### src/sv/fss_pkg.sv
package fss_pkg;
   localparam int unsigned WordWidth = 32;
   localparam int unsigned ExpWidth  = 8;
   localparam int unsigned FracWidth = 23;
   localparam int unsigned ManWidth  = 24;
   localparam int unsigned SumWidth  = 25;
   localparam int unsigned ShiftWidth = 5;
   localparam int unsigned LzcWidth   = 5;

   typedef logic [WordWidth-1:0] word_type;
   typedef logic [ExpWidth-1:0]  exp_type;

   // stage 1 -> stage 2: aligned operands
   typedef struct packed {
      logic                bypass;
      word_type            bypass_word;
      logic                sa;
      logic                sb;
      exp_type             e;
      logic [ManWidth-1:0] ma;
      logic [ManWidth-1:0] mb;
   } align_type;

   // stage 2 -> stage 3: raw sum or difference
   typedef struct packed {
      logic                bypass;
      word_type            bypass_word;
      logic                s;
      exp_type             e;
      logic                add;
      logic [SumWidth-1:0] m;
   } sum_type;
endpackage

### src/sv/fss_align.sv
module fss_align (
   input  logic               clock,
   input  logic               reset,
   input  logic               stall,
   input  logic               in_valid,
   input  fss_pkg::word_type  a_bits,
   input  fss_pkg::word_type  b_bits,
   output logic               out_valid,
   output fss_pkg::align_type out_data
);
   import fss_pkg::*;

   logic      valid_ff;
   align_type data_ff;
   align_type data_in;

   exp_type             ea, eb, ediff;
   logic [ManWidth-1:0] ma, mb;
   logic                a_zero, b_zero, a_less;

   // unpack, detect zeros and align the smaller operand
   always_comb begin
      ea = a_bits[WordWidth-2 -: ExpWidth];
      eb = b_bits[WordWidth-2 -: ExpWidth];
      a_zero = (ea == '0) && (a_bits[FracWidth-1:0] == '0);
      b_zero = (eb == '0) && (b_bits[FracWidth-1:0] == '0);
      ma = {1'b1, a_bits[FracWidth-1:0]};
      mb = {1'b1, b_bits[FracWidth-1:0]};
      a_less = ea < eb;
      ediff = a_less ? (eb - ea) : (ea - eb);
      data_in.bypass = a_zero || b_zero;
      data_in.bypass_word = a_zero ? (b_bits ^ {1'b1, {(WordWidth-1){1'b0}}}) : a_bits;
      data_in.sa = a_bits[WordWidth-1];
      data_in.sb = b_bits[WordWidth-1];
      data_in.e  = a_less ? eb : ea;
      if (ediff >= exp_type'(ManWidth)) begin
         data_in.ma = a_less ? '0 : ma;
         data_in.mb = a_less ? mb : '0;
      end else begin
         data_in.ma = a_less ? (ma >> ediff[ShiftWidth-1:0]) : ma;
         data_in.mb = a_less ? mb : (mb >> ediff[ShiftWidth-1:0]);
      end
   end

   always_ff @(posedge clock) begin
      if (reset) begin
         valid_ff <= 1'b0;
      end else if (!stall) begin
         valid_ff <= in_valid;
      end
      if (!stall) begin
         data_ff <= data_in;
      end
   end

   assign out_valid = valid_ff;
   assign out_data  = data_ff;
endmodule

### src/sv/fss_addsub.sv
module fss_addsub (
   input  logic               clock,
   input  logic               reset,
   input  logic               stall,
   input  logic               in_valid,
   input  fss_pkg::align_type in_data,
   output logic               out_valid,
   output fss_pkg::sum_type   out_data
);
   import fss_pkg::*;

   logic    valid_ff;
   sum_type data_ff;
   sum_type data_in;
   logic    a_more;

   // add on opposite signs, subtract smaller from larger on equal signs
   always_comb begin
      a_more = in_data.ma > in_data.mb;
      data_in.bypass      = in_data.bypass;
      data_in.bypass_word = in_data.bypass_word;
      data_in.e           = in_data.e;
      data_in.add         = in_data.sa != in_data.sb;
      if (data_in.add) begin
         data_in.s = in_data.sa;
         data_in.m = {1'b0, in_data.ma} + {1'b0, in_data.mb};
      end else if (a_more) begin
         data_in.s = in_data.sa;
         data_in.m = {1'b0, in_data.ma - in_data.mb};
      end else begin
         data_in.s = ~in_data.sb;
         data_in.m = {1'b0, in_data.mb - in_data.ma};
      end
   end

   always_ff @(posedge clock) begin
      if (reset) begin
         valid_ff <= 1'b0;
      end else if (!stall) begin
         valid_ff <= in_valid;
      end
      if (!stall) begin
         data_ff <= data_in;
      end
   end

   assign out_valid = valid_ff;
   assign out_data  = data_ff;
endmodule

### src/sv/fss_norm.sv
module fss_norm (
   input  logic              clock,
   input  logic              reset,
   input  logic              stall,
   input  logic              in_valid,
   input  fss_pkg::sum_type  in_data,
   output logic              out_valid,
   output fss_pkg::word_type out_word
);
   import fss_pkg::*;

   logic                valid_ff;
   word_type            word_ff;
   word_type            word_in;
   logic [LzcWidth-1:0] lz;
   logic [ManWidth-1:0] m, mn;
   exp_type             e;

   // leading zero count over the 24-bit difference
   always_comb begin
      lz = '0;
      for (int i = 0; i < ManWidth; i++) begin
         if (in_data.m[i]) begin
            lz = LzcWidth'(ManWidth - 1 - i);
         end
      end
   end

   // bypass, else carry-fix add or left-normalise sub, then pack
   always_comb begin
      m  = in_data.m[ManWidth-1:0];
      mn = m << lz;
      e  = in_data.e;
      if (in_data.bypass) begin
         word_in = in_data.bypass_word;
      end else if (in_data.add) begin
         if (in_data.m[SumWidth-1]) begin
            word_in = {in_data.s, e + exp_type'(1), in_data.m[FracWidth:1]};
         end else begin
            word_in = {in_data.s, e, in_data.m[FracWidth-1:0]};
         end
      end else if (m == '0) begin
         word_in = '0;
      end else begin
         word_in = {in_data.s, e - exp_type'(lz), mn[FracWidth-1:0]};
      end
   end

   always_ff @(posedge clock) begin
      if (reset) begin
         valid_ff <= 1'b0;
      end else if (!stall) begin
         valid_ff <= in_valid;
      end
      if (!stall) begin
         word_ff <= word_in;
      end
   end

   assign out_valid = valid_ff;
   assign out_word  = word_ff;
endmodule

### src/sv/float_single_subtract.sv
// Three-stage pipelined single-precision subtract (truncating).
// Throughput: one request per cycle while not stalled; rsp_stall with rsp_valid high freezes every stage.
// Reset (synchronous, active high) clears the stage valid bits only.
module float_single_subtract (
   input  logic              clock,
   input  logic              reset,
   input  logic              req_valid,
   output logic              req_stall,
   input  fss_pkg::word_type req_a_bits,
   input  fss_pkg::word_type req_b_bits,
   output logic              rsp_valid,
   input  logic              rsp_stall,
   output fss_pkg::word_type rsp_diff_bits
);
   import fss_pkg::*;

   logic      v1, v2;
   align_type d1;
   sum_type   d2;
   logic      stall;

   // whole pipe holds while the result is stalled and valid
   assign stall     = rsp_stall && rsp_valid;
   assign req_stall = stall;

   fss_align u_align (
      .clock, .reset, .stall, .in_valid(req_valid),
      .a_bits(req_a_bits), .b_bits(req_b_bits),
      .out_valid(v1), .out_data(d1)
   );

   fss_addsub u_addsub (
      .clock, .reset, .stall, .in_valid(v1), .in_data(d1),
      .out_valid(v2), .out_data(d2)
   );

   fss_norm u_norm (
      .clock, .reset, .stall, .in_valid(v2), .in_data(d2),
      .out_valid(rsp_valid), .out_word(rsp_diff_bits)
   );

   a_hold: assert property (@(posedge clock) disable iff (reset)
      stall |=> $stable(rsp_diff_bits) && rsp_valid)
      else $error("result changed under stall");
   a_flow: assert property (@(posedge clock) disable iff (reset)
      (!stall && req_valid) |-> ##3 rsp_valid || $past(stall) || $past(stall, 2))
      else $error("request lost in pipeline");
   a_reset_clear: assert property (@(posedge clock)
      reset |=> !rsp_valid)
      else $error("result valid after reset");
endmodule
### config.mk
export PLATFORM = sky130hd
export DESIGN_NAME = float_single_subtract
export DESIGN_NICKNAME = d
export VERILOG_FILES = /design/src/sv/fss_pkg.sv /design/src/sv/fss_align.sv /design/src/sv/fss_addsub.sv /design/src/sv/fss_norm.sv /design/src/sv/float_single_subtract.sv
export SDC_FILE = /design/constraint.sdc
export NUM_CORES = 1
export LEC_CHECK = 0
export BUFFER_PORTS_ARGS = -buffer_cell sky130_fd_sc_hd__clkbuf_2
export CORE_ASPECT_RATIO = 0.8
export CORE_MARGIN = 5
export CORE_UTILIZATION = 63
export CTS_BUF_LIST = sky130_fd_sc_hd__clkbuf_16
export CTS_CLUSTER_DIAMETER = 30
export CTS_CLUSTER_SIZE = 30
export DETAILED_ROUTE_END_ITERATION = 16
export PLACE_DENSITY_LB_ADDON = 0.2
export SLEW_MARGIN = 10
export SYNTH_ARGS = -nofsm -noshare
export SYNTH_HDL_FRONTEND = slang
export SYNTH_SLANG_ARGS = --single-unit
### constraint.sdc
create_clock -name clock -period 9 [get_ports clock]
set_input_delay 1.8 -clock clock [delete_from_list [all_inputs] [get_ports clock]]
set_output_delay 1.8 -clock clock [all_outputs]
set_load 0.005 [all_outputs]
==> impl_metrics.yaml <==
yosys:
  syn_avg_cell_area_um2: 9.44
  synth-edff-count: 191
  postSynth.asyncResetShare_pct: 0
  synth_seq_cells: 194
  syn_area_um2: 16000
  synthFlopType: "edfxtp_1"
  ys_types: 85
  synth_nets: 1862
  seq_area_frac_synth_pct: 36.2
  yosys_warnings: 0
  synth_cells: 1695
min_path:
  min_path_type: "flop to flop"
  min_to: "u_addsub.out_data[30]"
  min_from: "u_align.out_data[52]"
  hold_depth: 0
global_routing:
  grt_pass1_wl_um: 79800
  grt.total_usage_pct: 35.7
  antenna_found_initial: 0
  grt_pass1_vias: 13414
  grt.overflow.total: 0
  grt_max_degree: 79
power_and_ir_drop:
  power_leakage_nw: 7.18
  p_int_mw: 2.53
  sequentialPowerShare_pct: 32.8
  p_sw_mw: 2.10
  peakVddDrop_mv: 0.150
  swShare_pct: 45.3
  pwr-share-clk_pct: 16.8
  powerDensity_nw_per_um2: 269
  pwr-share-comb_pct: 50.4
critical_path:
  crit_chain: "clkbuf_2, inv_1, ha_1, o211ai_1, nand2_1, o21ai_4, buf_4, mux2i_4, mux4_2, mux2i_1, nand2_1, a32o_1"
  reg2regPathDepth: 10
  ff2ff_setup_slack_ns: 4.12
  required_ns: 9.22
  startpoint_type: "input pin"
  crit_type: "input pin to flop"
  critPathSlowestCell: "mux2i_4"
  critPathMaxStageDelay_ns: 0.97
  worst_ep_arrival_time_ns: 5.99
  critPathMaxFanout: 42
  rr_endpoint: "u_addsub.out_data[18]"
  end_kind: "flop"
  reg2reg_from: "u_align.out_data[43]"
  cp_common_cell: "nand2_1"
routing:
  wire_per_inst_um: 25.6
  routed_wl_um: 52500
  drtAntennaViolNets: 0
  vias_per_cell: 7.12
  drtIter0Drc: 2376
  via_count: 14614
  drc: 0
  first_pass_iters: 7
floorplan:
  die_x_um: 188
  core_area_um2: 25200
  rows: 52
  io_pins: 102
  die_h_um: 153
  die_area_um2: 28700
  start_util_pct: 63.5
timing:
  tightest_slew_ns: 1.19
  slew_violations: 0
  min_period_over_period_pct: 64.1
  rsz0062_at_grt: "false"
  final-hold-violation-count: 0
  setup_total_negative_slack_ns: 0
  clock_skew_ns: 0.0233
  max_slew_margin_pct: 20.8
  min_period_ns: 5.77
  max_freq_mhz: 173
  setup_viol_count_final: 0
layout:
  final_cells: 2052
  n_fill_cell: 2007
  drive_gt1_share_pct: 13.7
  syn2layout_area_growth_pct: 7.52
  finalNetCount: 1882
  antenna-diode-count: 0
clock_tree:
  worstSkewPairLatency_ns: 0.46
  ctsResizeCount: 0
  cts_setup_buffers: 0
  htreeDepth: 4
  path_clk_slew_ns: 0.09
  hold_buffers: 0
  clk_path_buf_depth: 2
  numCtsBuffers: 17
  clock-sinks: 194
  cts_root_buf: "clkbuf_16"
  cts_tree: "built"
placement:
  gp_congestion: 1.05
  dp_hpwl_um: 38500
  portBuffers: 101
  dp_cells: 2020
outcome:
  status: "finished, final reports clean"
run:
  cap_violations: 0
[kinds of logic (layout without fill, tap and decap cells)]
| group | Yosys count | in the layout | synth area share (%) |
|---|---|---|---|
| fa+ha+maj | 99 | 99 | 8.03 |
| simple gates | 466 | 466 | 13.5 |
| compound gates | 502 | 502 | 21.2 |
| buf+inv | 237 | 270 | 5.92 |
| xor+xnor | 40 | 40 | 2.19 |
| mux | 157 | 157 | 12.9 |
| flops | 194 | 194 | 36.2 |
[Yosys cell counts (24+ instances only)]
master      n  share of area [%]
mux2i_1    99                6.2
edfxtp_1  191                 36
clkbuf_1   85                2.0
nand3_1    25               0.78
a21oi_1   127                4.0
nor3_1     25               0.78
nor2_1     99                2.3
nand2_1   195                4.6
o31ai_1    32                1.5
nor4_1     33                1.3
xnor2_1    29                1.6
a21o_1     48                2.3
mux4_2     37                5.2
inv_1     120                2.8
o21ai_0    98                3.1
ha_1       93                7.3
a211oi_1   24                1.1
[flip-flops by register name (all words and copies together) (netlist names)]
signal	count
u_addsub.out_data	68
u_addsub.out_valid	1
u_align.out_data	91
u_align.out_valid	1
u_norm.out_valid	1
u_norm.out_word	32
[layout make-up]
class	instances	area [um2]	share of cell area, %
multi-input cells	1264	9320	54.2
flip-flops and latches	194	5800	33.7
repair buffers	117	626	3.64
inverters	121	454	2.64
clock buffers	17	425	2.47
well taps	324	405	2.36
clock inverters	15	179	1.04
[placed cells by master (no fill, tap or decap), types with 18 or more instances in the layout]
master and instances:
o211ai_1 21, xnor2_1 26, mux4_2 37, nand3_1 25
mux2i_1 99, ha_1 92, inv_1 120, nor3_1 25
a32o_1 18, nand4_1 18, a221oi_1 19, mux2_2 19
edfxtp_1 191, clkbuf_2 101, a21o_1 48, o21ai_0 97
a21oi_1 127, nor2_1 98, nand2_1 194, o31ai_1 32
nor4_1 33, a211oi_1 24
[through the flow]
stage	util [%]	cell area [um2]	total power [mW]	setup slack, ns	hold slack [ns]
after floorplan	-	16000	3.05	0.785	0.400
after global placement	65.9	16600	3.73	3.04	0.401
after detailed placement	65.9	16600	3.76	2.87	0.405
after CTS	68.3	17200	4.53	3.34	0.424
after global routing	68.3	17200	4.86	3.02	0.431
final	68.3	17200	4.63	3.23	0.422
[critical path, delay by kind of cell]
| family | cells | cell delay (ns) |
|---|---|---|
| mux | 3 | 1.91 |
| compound gates | 3 | 0.83 |
| buf+inv | 3 | 0.61 |
| fa+ha+maj | 1 | 0.42 |
| simple gates | 2 | 0.39 |
[metal layers]
metal  wire (um)  global-route usage (%)  vias to the layer above
li1            -                       -                     6386
met4        1970                    12.3                        0
met3        7430                    9.25                      160
met5           0                       0                        -
met2       21500                    49.3                     1188
met1       21600                    54.4                     6880
[worst max path at each step]
stage | start | end | slack [ns] | depth (start not counted)
after detailed placement | req_a_bits[28] | u_align.out_data[33] | 2.87 | 12
after global placement | req_a_bits[28] | u_align.out_data[33] | 3.04 | 12
after floorplan | rsp_stall | req_stall | 0.78 | 2
final | req_a_bits[28] | u_align.out_data[33] | 3.23 | 12
after global routing | req_a_bits[28] | u_align.out_data[33] | 3.02 | 12
after CTS | req_a_bits[28] | u_align.out_data[33] | 3.34 | 12
[power by group through the flow]
stage	registers [mW]	clock network, mW	logic [mW]
after floorplan	1.36	0	1.70
after global placement	1.51	0	2.21
after detailed placement	1.52	0	2.24
after CTS	1.50	0.782	2.25
after global routing	1.53	0.827	2.50
final	1.52	0.777	2.33
(Power assumes the default switching activity.)
